--- src/rtl/core/rma_pkg.sv ---
// Shared types, codes and constants of the rational mixed-number ALU.
package rma_pkg;

  localparam int VALUE_WIDTH_DEF = 64;
  localparam int PORT_WIDTH      = 64;

  localparam logic [2:0] REQ_NORM = 3'd0;
  localparam logic [2:0] REQ_ADD  = 3'd1;
  localparam logic [2:0] REQ_SUB  = 3'd2;
  localparam logic [2:0] REQ_MUL  = 3'd3;
  localparam logic [2:0] REQ_DIV  = 3'd4;
  localparam logic [2:0] REQ_CMP  = 3'd5;

  localparam logic [1:0] ERR_OK       = 2'd0;
  localparam logic [1:0] ERR_ZERO_DEN = 2'd1;
  localparam logic [1:0] ERR_NEGATIVE = 2'd2;
  localparam logic [1:0] ERR_DIV_ZERO = 2'd3;

  typedef enum logic [5:0] {
    OP_NOP, OP_LOAD, OP_NA_SET, OP_STRIP, OP_GCD_LOAD, OP_GSWAP, OP_GDONE, OP_GSTEP,
    OP_N_Q, OP_D_Q, OP_NFIN, OP_A_STORE_BSET, OP_B_STORE, OP_B_STORE_LCM, OP_L_SET,
    OP_N1_SET, OP_N2_SET, OP_ADD_SET, OP_SUB_SET, OP_N1_MD, OP_N2_MD,
    OP_MD3_MUL, OP_MD3_DIV, OP_MD4_MUL, OP_MD4_DIV, OP_MD5_MUL, OP_MD5_DIV,
    OP_MD7, OP_MD8, OP_OUT_VAL, OP_OUT_ERR, OP_OUT_CMP, OP_OUT_ZERO
  } dp_op_t;

  typedef enum logic [3:0] {
    SRC_X, SRC_Y, SRC_N, SRC_D, SRC_G, SRC_Q, SRC_R, SRC_AD,
    SRC_BD, SRC_AN, SRC_BN, SRC_AW, SRC_BW, SRC_L, SRC_N1, SRC_N2
  } src_t;

  typedef struct packed {
    dp_op_t     op;
    logic       ustart;
    logic       umul;
    src_t       ua;
    src_t       ub;
    logic [1:0] err;
  } dp_cmd_t;

  typedef struct packed {
    logic [2:0] op;
    logic       d_zero;
    logic       n_zero;
    logic       both_even;
    logic       y_zero;
    logic       ubusy;
    logic       sub_neg;
  } dp_stat_t;

endpackage

--- src/rtl/core/rma_ctrl.sv ---
// Controller: sequences normalize, GCD, LCM and multiply/divide steps over the datapath.
module rma_ctrl (
  input  logic              clk,
  input  logic              rst,
  input  logic              start,
  output logic              busy,
  input  rma_pkg::dp_stat_t st,
  output rma_pkg::dp_cmd_t  cmd
);

  typedef enum logic [33:0] {
    S_IDLE     = 34'd1 << 0,
    S_DISPATCH = 34'd1 << 1,
    S_NORM     = 34'd1 << 2,
    S_SHR      = 34'd1 << 3,
    S_STRIP    = 34'd1 << 4,
    S_GCD      = 34'd1 << 5,
    S_GLOOP    = 34'd1 << 6,
    S_GSTEP    = 34'd1 << 7,
    S_WAIT     = 34'd1 << 8,
    S_SHR_G1   = 34'd1 << 9,
    S_SHR_G2   = 34'd1 << 10,
    S_SHR_G3   = 34'd1 << 11,
    S_NQ       = 34'd1 << 12,
    S_NFIN     = 34'd1 << 13,
    S_A_DONE   = 34'd1 << 14,
    S_B_DONE   = 34'd1 << 15,
    S_L1       = 34'd1 << 16,
    S_L2       = 34'd1 << 17,
    S_L3       = 34'd1 << 18,
    S_L4       = 34'd1 << 19,
    S_L5       = 34'd1 << 20,
    S_L6       = 34'd1 << 21,
    S_L7       = 34'd1 << 22,
    S_L8       = 34'd1 << 23,
    S_MD0      = 34'd1 << 24,
    S_MD1      = 34'd1 << 25,
    S_MD2      = 34'd1 << 26,
    S_MD3      = 34'd1 << 27,
    S_MD4      = 34'd1 << 28,
    S_MD5      = 34'd1 << 29,
    S_MD6      = 34'd1 << 30,
    S_MD7      = 34'd1 << 31,
    S_MD8      = 34'd1 << 32,
    S_FIN_VAL  = 34'd1 << 33
  } state_t;

  state_t state, state_next;
  state_t ret_norm, ret_norm_next;
  state_t ret_shr, ret_shr_next;
  state_t ret_gcd, ret_gcd_next;
  state_t ret_unit, ret_unit_next;
  logic   is_mul;

  function automatic rma_pkg::dp_cmd_t ucmd(rma_pkg::dp_op_t op, logic mul,
                                            rma_pkg::src_t a, rma_pkg::src_t b);
    rma_pkg::dp_cmd_t c;
    c.op     = op;
    c.ustart = 1'b1;
    c.umul   = mul;
    c.ua     = a;
    c.ub     = b;
    c.err    = rma_pkg::ERR_OK;
    return c;
  endfunction

  assign busy   = state != S_IDLE;
  assign is_mul = st.op == rma_pkg::REQ_MUL;

  always_comb begin
    state_next    = state;
    ret_norm_next = ret_norm;
    ret_shr_next  = ret_shr;
    ret_gcd_next  = ret_gcd;
    ret_unit_next = ret_unit;
    cmd.op        = rma_pkg::OP_NOP;
    cmd.ustart    = 1'b0;
    cmd.umul      = 1'b0;
    cmd.ua        = rma_pkg::SRC_X;
    cmd.ub        = rma_pkg::SRC_Y;
    cmd.err       = rma_pkg::ERR_OK;
    case (state)
      S_IDLE: begin
        if (start) begin
          cmd.op     = rma_pkg::OP_LOAD;
          state_next = S_DISPATCH;
        end
      end
      S_DISPATCH: begin
        if (st.op > rma_pkg::REQ_CMP) begin
          cmd.op     = rma_pkg::OP_OUT_ZERO;
          state_next = S_IDLE;
        end else begin
          cmd.op        = rma_pkg::OP_NA_SET;
          ret_norm_next = S_A_DONE;
          state_next    = S_NORM;
        end
      end
      S_NORM: begin
        if (st.d_zero) begin
          cmd.op     = rma_pkg::OP_OUT_ERR;
          cmd.err    = rma_pkg::ERR_ZERO_DEN;
          state_next = S_IDLE;
        end else begin
          ret_shr_next = S_NQ;
          state_next   = S_SHR;
        end
      end
      S_SHR: begin
        if (st.n_zero) begin
          state_next = ret_shr;
        end else if (st.d_zero) begin
          cmd.op     = rma_pkg::OP_OUT_ERR;
          cmd.err    = rma_pkg::ERR_DIV_ZERO;
          state_next = S_IDLE;
        end else begin
          state_next = S_STRIP;
        end
      end
      S_STRIP: begin
        if (st.both_even) begin
          cmd.op = rma_pkg::OP_STRIP;
        end else begin
          cmd.op       = rma_pkg::OP_GCD_LOAD;
          ret_gcd_next = S_SHR_G1;
          state_next   = S_GCD;
        end
      end
      S_GCD: begin
        cmd.op     = rma_pkg::OP_GSWAP;
        state_next = S_GLOOP;
      end
      S_GLOOP: begin
        if (st.y_zero) begin
          cmd.op     = rma_pkg::OP_GDONE;
          state_next = ret_gcd;
        end else begin
          cmd           = ucmd(rma_pkg::OP_NOP, 1'b0, rma_pkg::SRC_X, rma_pkg::SRC_Y);
          ret_unit_next = S_GSTEP;
          state_next    = S_WAIT;
        end
      end
      S_GSTEP: begin
        cmd.op     = rma_pkg::OP_GSTEP;
        state_next = S_GLOOP;
      end
      S_WAIT: begin
        if (!st.ubusy) begin
          state_next = ret_unit;
        end
      end
      S_SHR_G1: begin
        cmd           = ucmd(rma_pkg::OP_NOP, 1'b0, rma_pkg::SRC_N, rma_pkg::SRC_G);
        ret_unit_next = S_SHR_G2;
        state_next    = S_WAIT;
      end
      S_SHR_G2: begin
        cmd           = ucmd(rma_pkg::OP_N_Q, 1'b0, rma_pkg::SRC_D, rma_pkg::SRC_G);
        ret_unit_next = S_SHR_G3;
        state_next    = S_WAIT;
      end
      S_SHR_G3: begin
        cmd.op     = rma_pkg::OP_D_Q;
        state_next = ret_shr;
      end
      S_NQ: begin
        cmd           = ucmd(rma_pkg::OP_NOP, 1'b0, rma_pkg::SRC_N, rma_pkg::SRC_D);
        ret_unit_next = S_NFIN;
        state_next    = S_WAIT;
      end
      S_NFIN: begin
        cmd.op     = rma_pkg::OP_NFIN;
        state_next = ret_norm;
      end
      S_A_DONE: begin
        if (st.op == rma_pkg::REQ_NORM) begin
          cmd.op     = rma_pkg::OP_OUT_VAL;
          state_next = S_IDLE;
        end else begin
          cmd.op        = rma_pkg::OP_A_STORE_BSET;
          ret_norm_next = S_B_DONE;
          state_next    = S_NORM;
        end
      end
      S_B_DONE: begin
        if (is_mul || (st.op == rma_pkg::REQ_DIV)) begin
          cmd.op     = rma_pkg::OP_B_STORE;
          state_next = S_MD0;
        end else begin
          cmd.op       = rma_pkg::OP_B_STORE_LCM;
          ret_gcd_next = S_L1;
          state_next   = S_GCD;
        end
      end
      S_L1: begin
        cmd           = ucmd(rma_pkg::OP_NOP, 1'b0, rma_pkg::SRC_AD, rma_pkg::SRC_G);
        ret_unit_next = S_L2;
        state_next    = S_WAIT;
      end
      S_L2: begin
        cmd           = ucmd(rma_pkg::OP_NOP, 1'b1, rma_pkg::SRC_Q, rma_pkg::SRC_BD);
        ret_unit_next = S_L3;
        state_next    = S_WAIT;
      end
      S_L3: begin
        cmd           = ucmd(rma_pkg::OP_L_SET, 1'b0, rma_pkg::SRC_R, rma_pkg::SRC_AD);
        ret_unit_next = S_L4;
        state_next    = S_WAIT;
      end
      S_L4: begin
        cmd           = ucmd(rma_pkg::OP_NOP, 1'b1, rma_pkg::SRC_Q, rma_pkg::SRC_AN);
        ret_unit_next = S_L5;
        state_next    = S_WAIT;
      end
      S_L5: begin
        cmd           = ucmd(rma_pkg::OP_N1_SET, 1'b0, rma_pkg::SRC_L, rma_pkg::SRC_BD);
        ret_unit_next = S_L6;
        state_next    = S_WAIT;
      end
      S_L6: begin
        cmd           = ucmd(rma_pkg::OP_NOP, 1'b1, rma_pkg::SRC_Q, rma_pkg::SRC_BN);
        ret_unit_next = S_L7;
        state_next    = S_WAIT;
      end
      S_L7: begin
        cmd.op     = rma_pkg::OP_N2_SET;
        state_next = S_L8;
      end
      S_L8: begin
        if (st.op == rma_pkg::REQ_ADD) begin
          cmd.op        = rma_pkg::OP_ADD_SET;
          ret_norm_next = S_FIN_VAL;
          state_next    = S_NORM;
        end else if (st.op == rma_pkg::REQ_SUB) begin
          if (st.sub_neg) begin
            cmd.op     = rma_pkg::OP_OUT_ERR;
            cmd.err    = rma_pkg::ERR_NEGATIVE;
            state_next = S_IDLE;
          end else begin
            cmd.op        = rma_pkg::OP_SUB_SET;
            ret_norm_next = S_FIN_VAL;
            state_next    = S_NORM;
          end
        end else begin
          cmd.op     = rma_pkg::OP_OUT_CMP;
          state_next = S_IDLE;
        end
      end
      S_MD0: begin
        cmd           = ucmd(rma_pkg::OP_NOP, 1'b1, rma_pkg::SRC_AW, rma_pkg::SRC_AD);
        ret_unit_next = S_MD1;
        state_next    = S_WAIT;
      end
      S_MD1: begin
        cmd           = ucmd(rma_pkg::OP_N1_MD, 1'b1, rma_pkg::SRC_BW, rma_pkg::SRC_BD);
        ret_unit_next = S_MD2;
        state_next    = S_WAIT;
      end
      S_MD2: begin
        cmd.op     = rma_pkg::OP_N2_MD;
        state_next = S_MD3;
      end
      S_MD3: begin
        cmd.op       = is_mul ? rma_pkg::OP_MD3_MUL : rma_pkg::OP_MD3_DIV;
        ret_shr_next = S_MD4;
        state_next   = S_SHR;
      end
      S_MD4: begin
        cmd.op       = is_mul ? rma_pkg::OP_MD4_MUL : rma_pkg::OP_MD4_DIV;
        ret_shr_next = S_MD5;
        state_next   = S_SHR;
      end
      S_MD5: begin
        cmd.op     = is_mul ? rma_pkg::OP_MD5_MUL : rma_pkg::OP_MD5_DIV;
        state_next = S_MD6;
      end
      S_MD6: begin
        cmd = ucmd(rma_pkg::OP_NOP, 1'b1, rma_pkg::SRC_N1,
                   is_mul ? rma_pkg::SRC_N2 : rma_pkg::SRC_BD);
        ret_unit_next = S_MD7;
        state_next    = S_WAIT;
      end
      S_MD7: begin
        cmd = ucmd(rma_pkg::OP_MD7, 1'b1, rma_pkg::SRC_AD,
                   is_mul ? rma_pkg::SRC_BD : rma_pkg::SRC_N2);
        ret_unit_next = S_MD8;
        state_next    = S_WAIT;
      end
      S_MD8: begin
        cmd.op        = rma_pkg::OP_MD8;
        ret_norm_next = S_FIN_VAL;
        state_next    = S_NORM;
      end
      S_FIN_VAL: begin
        cmd.op     = rma_pkg::OP_OUT_VAL;
        state_next = S_IDLE;
      end
      default: begin
        state_next = S_IDLE;
      end
    endcase
  end

  always_ff @(posedge clk) begin
    if (rst) begin
      state    <= S_IDLE;
      ret_norm <= S_IDLE;
      ret_shr  <= S_IDLE;
      ret_gcd  <= S_IDLE;
      ret_unit <= S_IDLE;
    end else begin
      state    <= state_next;
      ret_norm <= ret_norm_next;
      ret_shr  <= ret_shr_next;
      ret_gcd  <= ret_gcd_next;
      ret_unit <= ret_unit_next;
    end
  end

  a_unit_idle_on_wait_exit: assert property (@(posedge clk) disable iff (rst)
    (state == S_WAIT && state_next != S_WAIT) |-> !st.ubusy)
    else $error("left unit wait while unit busy");

  a_start_only_idle: assert property (@(posedge clk) disable iff (rst)
    cmd.ustart |-> (state != S_IDLE && !st.ubusy))
    else $error("unit started while busy or idle");

  a_onehot_state: assert property (@(posedge clk) disable iff (rst)
    $onehot(state))
    else $error("controller state not one-hot");

endmodule

--- config.mk ---
export PLATFORM = sky130hd
export DESIGN_NAME = rma_ctrl
export DESIGN_NICKNAME = d
export VERILOG_FILES = /design/src/rtl/core/rma_pkg.sv /design/src/rtl/core/rma_ctrl.sv
export SDC_FILE = /design/constraint.sdc
export NUM_CORES = 1
export LEC_CHECK = 0
export ABC_AREA = 0
export BUFFER_PORTS_ARGS = -buffer_cell sky130_fd_sc_hd__buf_4
export CAP_MARGIN = 10
export CELL_PAD_IN_SITES_DETAIL_PLACEMENT = 1
export CELL_PAD_IN_SITES_GLOBAL_PLACEMENT = 1
export CORE_MARGIN = 1
export CORE_UTILIZATION = 46
export CTS_BUF_LIST = sky130_fd_sc_hd__clkbuf_4
export DETAILED_ROUTE_END_ITERATION = 16
export GPL_TIMING_DRIVEN = 0
export PLACE_DENSITY = 0.8
export RECOVER_POWER = 100
export SLEW_MARGIN = 5
export SYNTH_ARGS = -nofsm -noshare
export SYNTH_HDL_FRONTEND = slang
export SYNTH_SLANG_ARGS = --single-unit
--- constraint.sdc ---
create_clock -name clk -period 3.4 [get_ports clk]
set_clock_uncertainty 0.1 [all_clocks]
set_input_delay 0.51 -clock clk [delete_from_list [all_inputs] [get_ports clk]]
set_output_delay 0.51 -clock clk [all_outputs]
set_load 0.01 [all_outputs]
==> summary.md <==
| Metric | Value |
|---|---|
| CP peak stage delay | `0.54 ns` |
| Maximum vdd drop | `0.227 mV` |
| Synthesis-to-layout area growth | `30.6%` |
| Max-slew violations | `0` |
| Worst slew pin tran | `0.826 ns` |
| Worst path most repeated cell | `buf_4` |
| Clock transition at the registers of the reported paths | `0.13 ns` |
| Wire length per cell | `26.2 µm` |
| Fmax | `0.271 GHz` |
| Vias in the first global route | `4,117` |
| Num Clock Sinks | `60` |
| GRT Util Overall | `36.2%` |
| Placed inst area | `3950 µm²` |
| Post-Synth Simple-Gate Area | `47.4%` |
| Chip Height | `90.8 µm` |
| Die footprint | `8250 µm²` |
| Top FF cell, synth | `dfxtp_1` |
| Max-cap violations | `0` |
| R2R setup slack | `0.26 ns` |
| Most common library cells after synthesis | `dfxtp_1 (60), nand2_1 (60), nor2_1 (39)` |
| CTS max path bufs | `2` |
| PortBufs | `26` |
| 1st-iter DRT viols | `389` |
| H-tree depth | `3` |
| Setup CP Type | `register to output pin` |
| RR Endpoint | `state[31]` |
| Syn Inst Count | `451` |
| Final HPWL DP | `9810 µm` |
| Core area | `7690 µm²` |
| Failing checks | `setup timing` |
| Mux share of post-synthesis cell area | `0.276%` |
| Hold crit path type | `input port to register` |
| Final ANT Viol Nets | `0` |
| Top-area cell type share of the netlist area | `33.1%` |
| Min cycle time layout | `3.68 ns` |
| Num ports | `31` |
| WHS Endpoint | `state[1]` |
| Status | `finished with violations` |
| Hold-fix buffers, CTS | `0` |
| Num CTS Buffers | `9` |
| Vias | `4,315` |
| Worst EP required | `2.79 ns` |
| Die width | `90.8 µm` |
| Critical Path Sink Type | `output pin` |
| Final Instance Area | `4740 µm²` |
| Slew margin rel. | `44.1%` |
| Static leakage | `0.00198 µW` |
| Post-synthesis compound-gate area fraction | `13.1%` |
| # DRC | `0` |
| Net Count, Synth | `463` |
| Seq/Total Area, Yosys | `33.1%` |
| Final Cycle Share | `108%` |
| Largest area contributor in the netlist | `dfxtp_1` |
| Hold_sp | `start` |
| FF-to-FF Start | `state[26]` |
| Syn Std Cell Area | `3630 µm²` |
| Top post-synthesis cells by area | `dfxtp_1 (33%), nand2_1 (6.2%), and2_1 (4.7%)` |
| EDFF count, synth | `0` |
| Crit start category | `register` |
| Final GP Congestion | `0.946` |
| First-pass GRT wire length | `22,700 µm` |
| CP Data Arrival Time | `3.07 ns` |
| Post-Synth XOR/XNOR Area | `2.17%` |
| Largest net degree at the start of global routing | `14` |
| Ys async rst share | `0%` |
| Register bit total from synthesis | `60` |
| # rows | `32` |
| Hold Crit Depth | `3` |
| Largest family of logic cells by synthesized area | `simple AND/OR/NAND/NOR gates` |
| Pre-CTS setup slack | `-0.380 ns` |
| Synth Area in Adders | `0%` |
| Drt pass-1 iters | `7` |
| Final Hold Fails | `0` |
| Final WL | `16,600 µm` |
| Crit-path cells | `nor4_4, buf_4, nand4_1, nor2_1, o21ai_2, nand2_1, a211oi_1, nand4b_1, buf_4` |
| PwrDens | `311 nW/µm²` |
| Layout net count | `538` |
| Netlist cell types | `65` |
| RSZ-0062 raised after global routing | `yes` |
| Final setup vio count | `11` |
| GR Overflow Total | `0` |
| Via-to-Cell Ratio | `6.82` |
| Yosys warns | `0` |
| Clk Latency, worst-skew pair | `0.45 ns` |
| N_diodes | `0` |
| Depth of the worst register-to-register path | `12` |
| CTS Root Cell | `clkbuf_4` |
| Fill cell count | `938` |
| Initial antenna violation count | `0` |
| Slowest CP cell | `dfxtp_1` |
| Starting Density | `47.2%` |
| CP Max Fanout | `5` |
| Layout cells sized above 1 | `32.8%` |
| Syn Area/Cell | `8.05 µm²` |
| Final Worst Setup Slack | `-0.284 ns` |
| CTS tree | `yes` |
-- placed cells by master (no fill, tap or decap), drive strengths merged, types with 2 or more instances in the layout --
cell / n
o2111ai: 4
buf: 76
a21oi: 16
or4: 5
xor2: 5
o21ai: 16
nand3b: 3
o32ai: 3
a31oi: 6
nand2: 60
nor4b: 4
nand2b: 7
nand4b: 6
nor2b: 11
nand4: 18
a211oi: 2
or3: 4
nor4: 27
o22ai: 9
a311oi: 2
nand3: 19
inv: 15
clkbuf: 16
and2: 27
and4: 3
dfxtp: 60
clkinv: 3
and3: 12
nor3: 16
o31a: 2
nor3b: 7
xnor2: 4
or2: 7
nor2: 40
-- area by class of cell --
| cell class | instances | area, µm² | share of cell area (%) |
|---|---|---|---|
| repair buffers | 69 | 538 | 11.4 |
| flip-flops and latches | 60 | 1240 | 26.3 |
| plain buffers | 14 | 91.3 | 1.93 |
| multi-input cells | 360 | 2540 | 53.6 |
| clock buffers | 9 | 67.6 | 1.43 |
| clock inverters | 7 | 82.6 | 1.74 |
| well taps | 102 | 128 | 2.69 |
| inverters | 12 | 45.0 | 0.950 |
-- cell families (layout without fill, tap and decap cells) --
logic type             after synthesis  count (layout)
AND/OR/NAND/NOR                    280             280
buffers and inverters               31             111
AO/OA/AOI/OAI                       70              70
XOR/XNOR                             9               9
multiplexers                         1               1
flip-flops                          60              60
-- what timing repair did --
| item | in CTS | in global routing |
|---|---|---|
| pin swaps | 10 | 22 |
| gates resized for setup | 49 | 36 |
| endpoints found under the setup margin | 16 | 15 |
| endpoints found under the hold margin | 0 | 0 |
| setup buffers | 22 | 21 |
-- state kept, by name, indices dropped and copies added (netlist names) --
name / count
ret_shr: 4
state: 34
ret_unit: 15
ret_gcd: 3
ret_norm: 4
-- worst max path at each step --
stage                    from  slack, ns  endpoint
finish              state[23]      -0.28   cmd[13]
global route        state[22]      -0.30   cmd[13]
CTS                 state[31]     0.0005    cmd[2]
detailed placement  state[32]      -0.38    cmd[2]
global placement    state[32]      -0.38    cmd[2]
floorplan            state[4]       0.64   cmd[15]
-- critical path: cells and delay by family (launching register included) --
kind | cells | cell delay (ns)
buffers and inverters | 2 | 0.37
AND/OR/NAND/NOR | 5 | 0.85
AO/OA/AOI/OAI | 2 | 0.87
flip-flops | 1 | 0.54
-- power by group --
| part | leakage, µW | switching (µW) | internal (µW) |
|---|---|---|---|
| combinational | 0.00140 | 120 | 77.1 |
| clock | 0.0000815 | 331 | 235 |
| sequential | 0.000497 | 7.45 | 703 |
-- per-layer routing --
layer | track usage, % | vias up | routed length, µm
li1 | - | 1820 | -
met1 | 45.0 | 2083 | 6260
met2 | 58.5 | 311 | 7710
met3 | 6.65 | 101 | 1500
met4 | 20.8 | 0 | 1150
met5 | 0 | - | 0
-- metrics by stage --
stage               power [µW]  TNS [ns]  hold WS [ns]  util (%)  cells
floorplan                  820         0         0.320         -    451
CTS                       1440         0         0.247      58.4    615
detailed placement         869    -0.713         0.341      51.4    579
finish                    1470    -0.993         0.248      61.7    633
global placement           865    -0.707         0.332      51.4    579
global route              1510     -1.48         0.265      61.7    633
(Power assumes the default switching activity.)
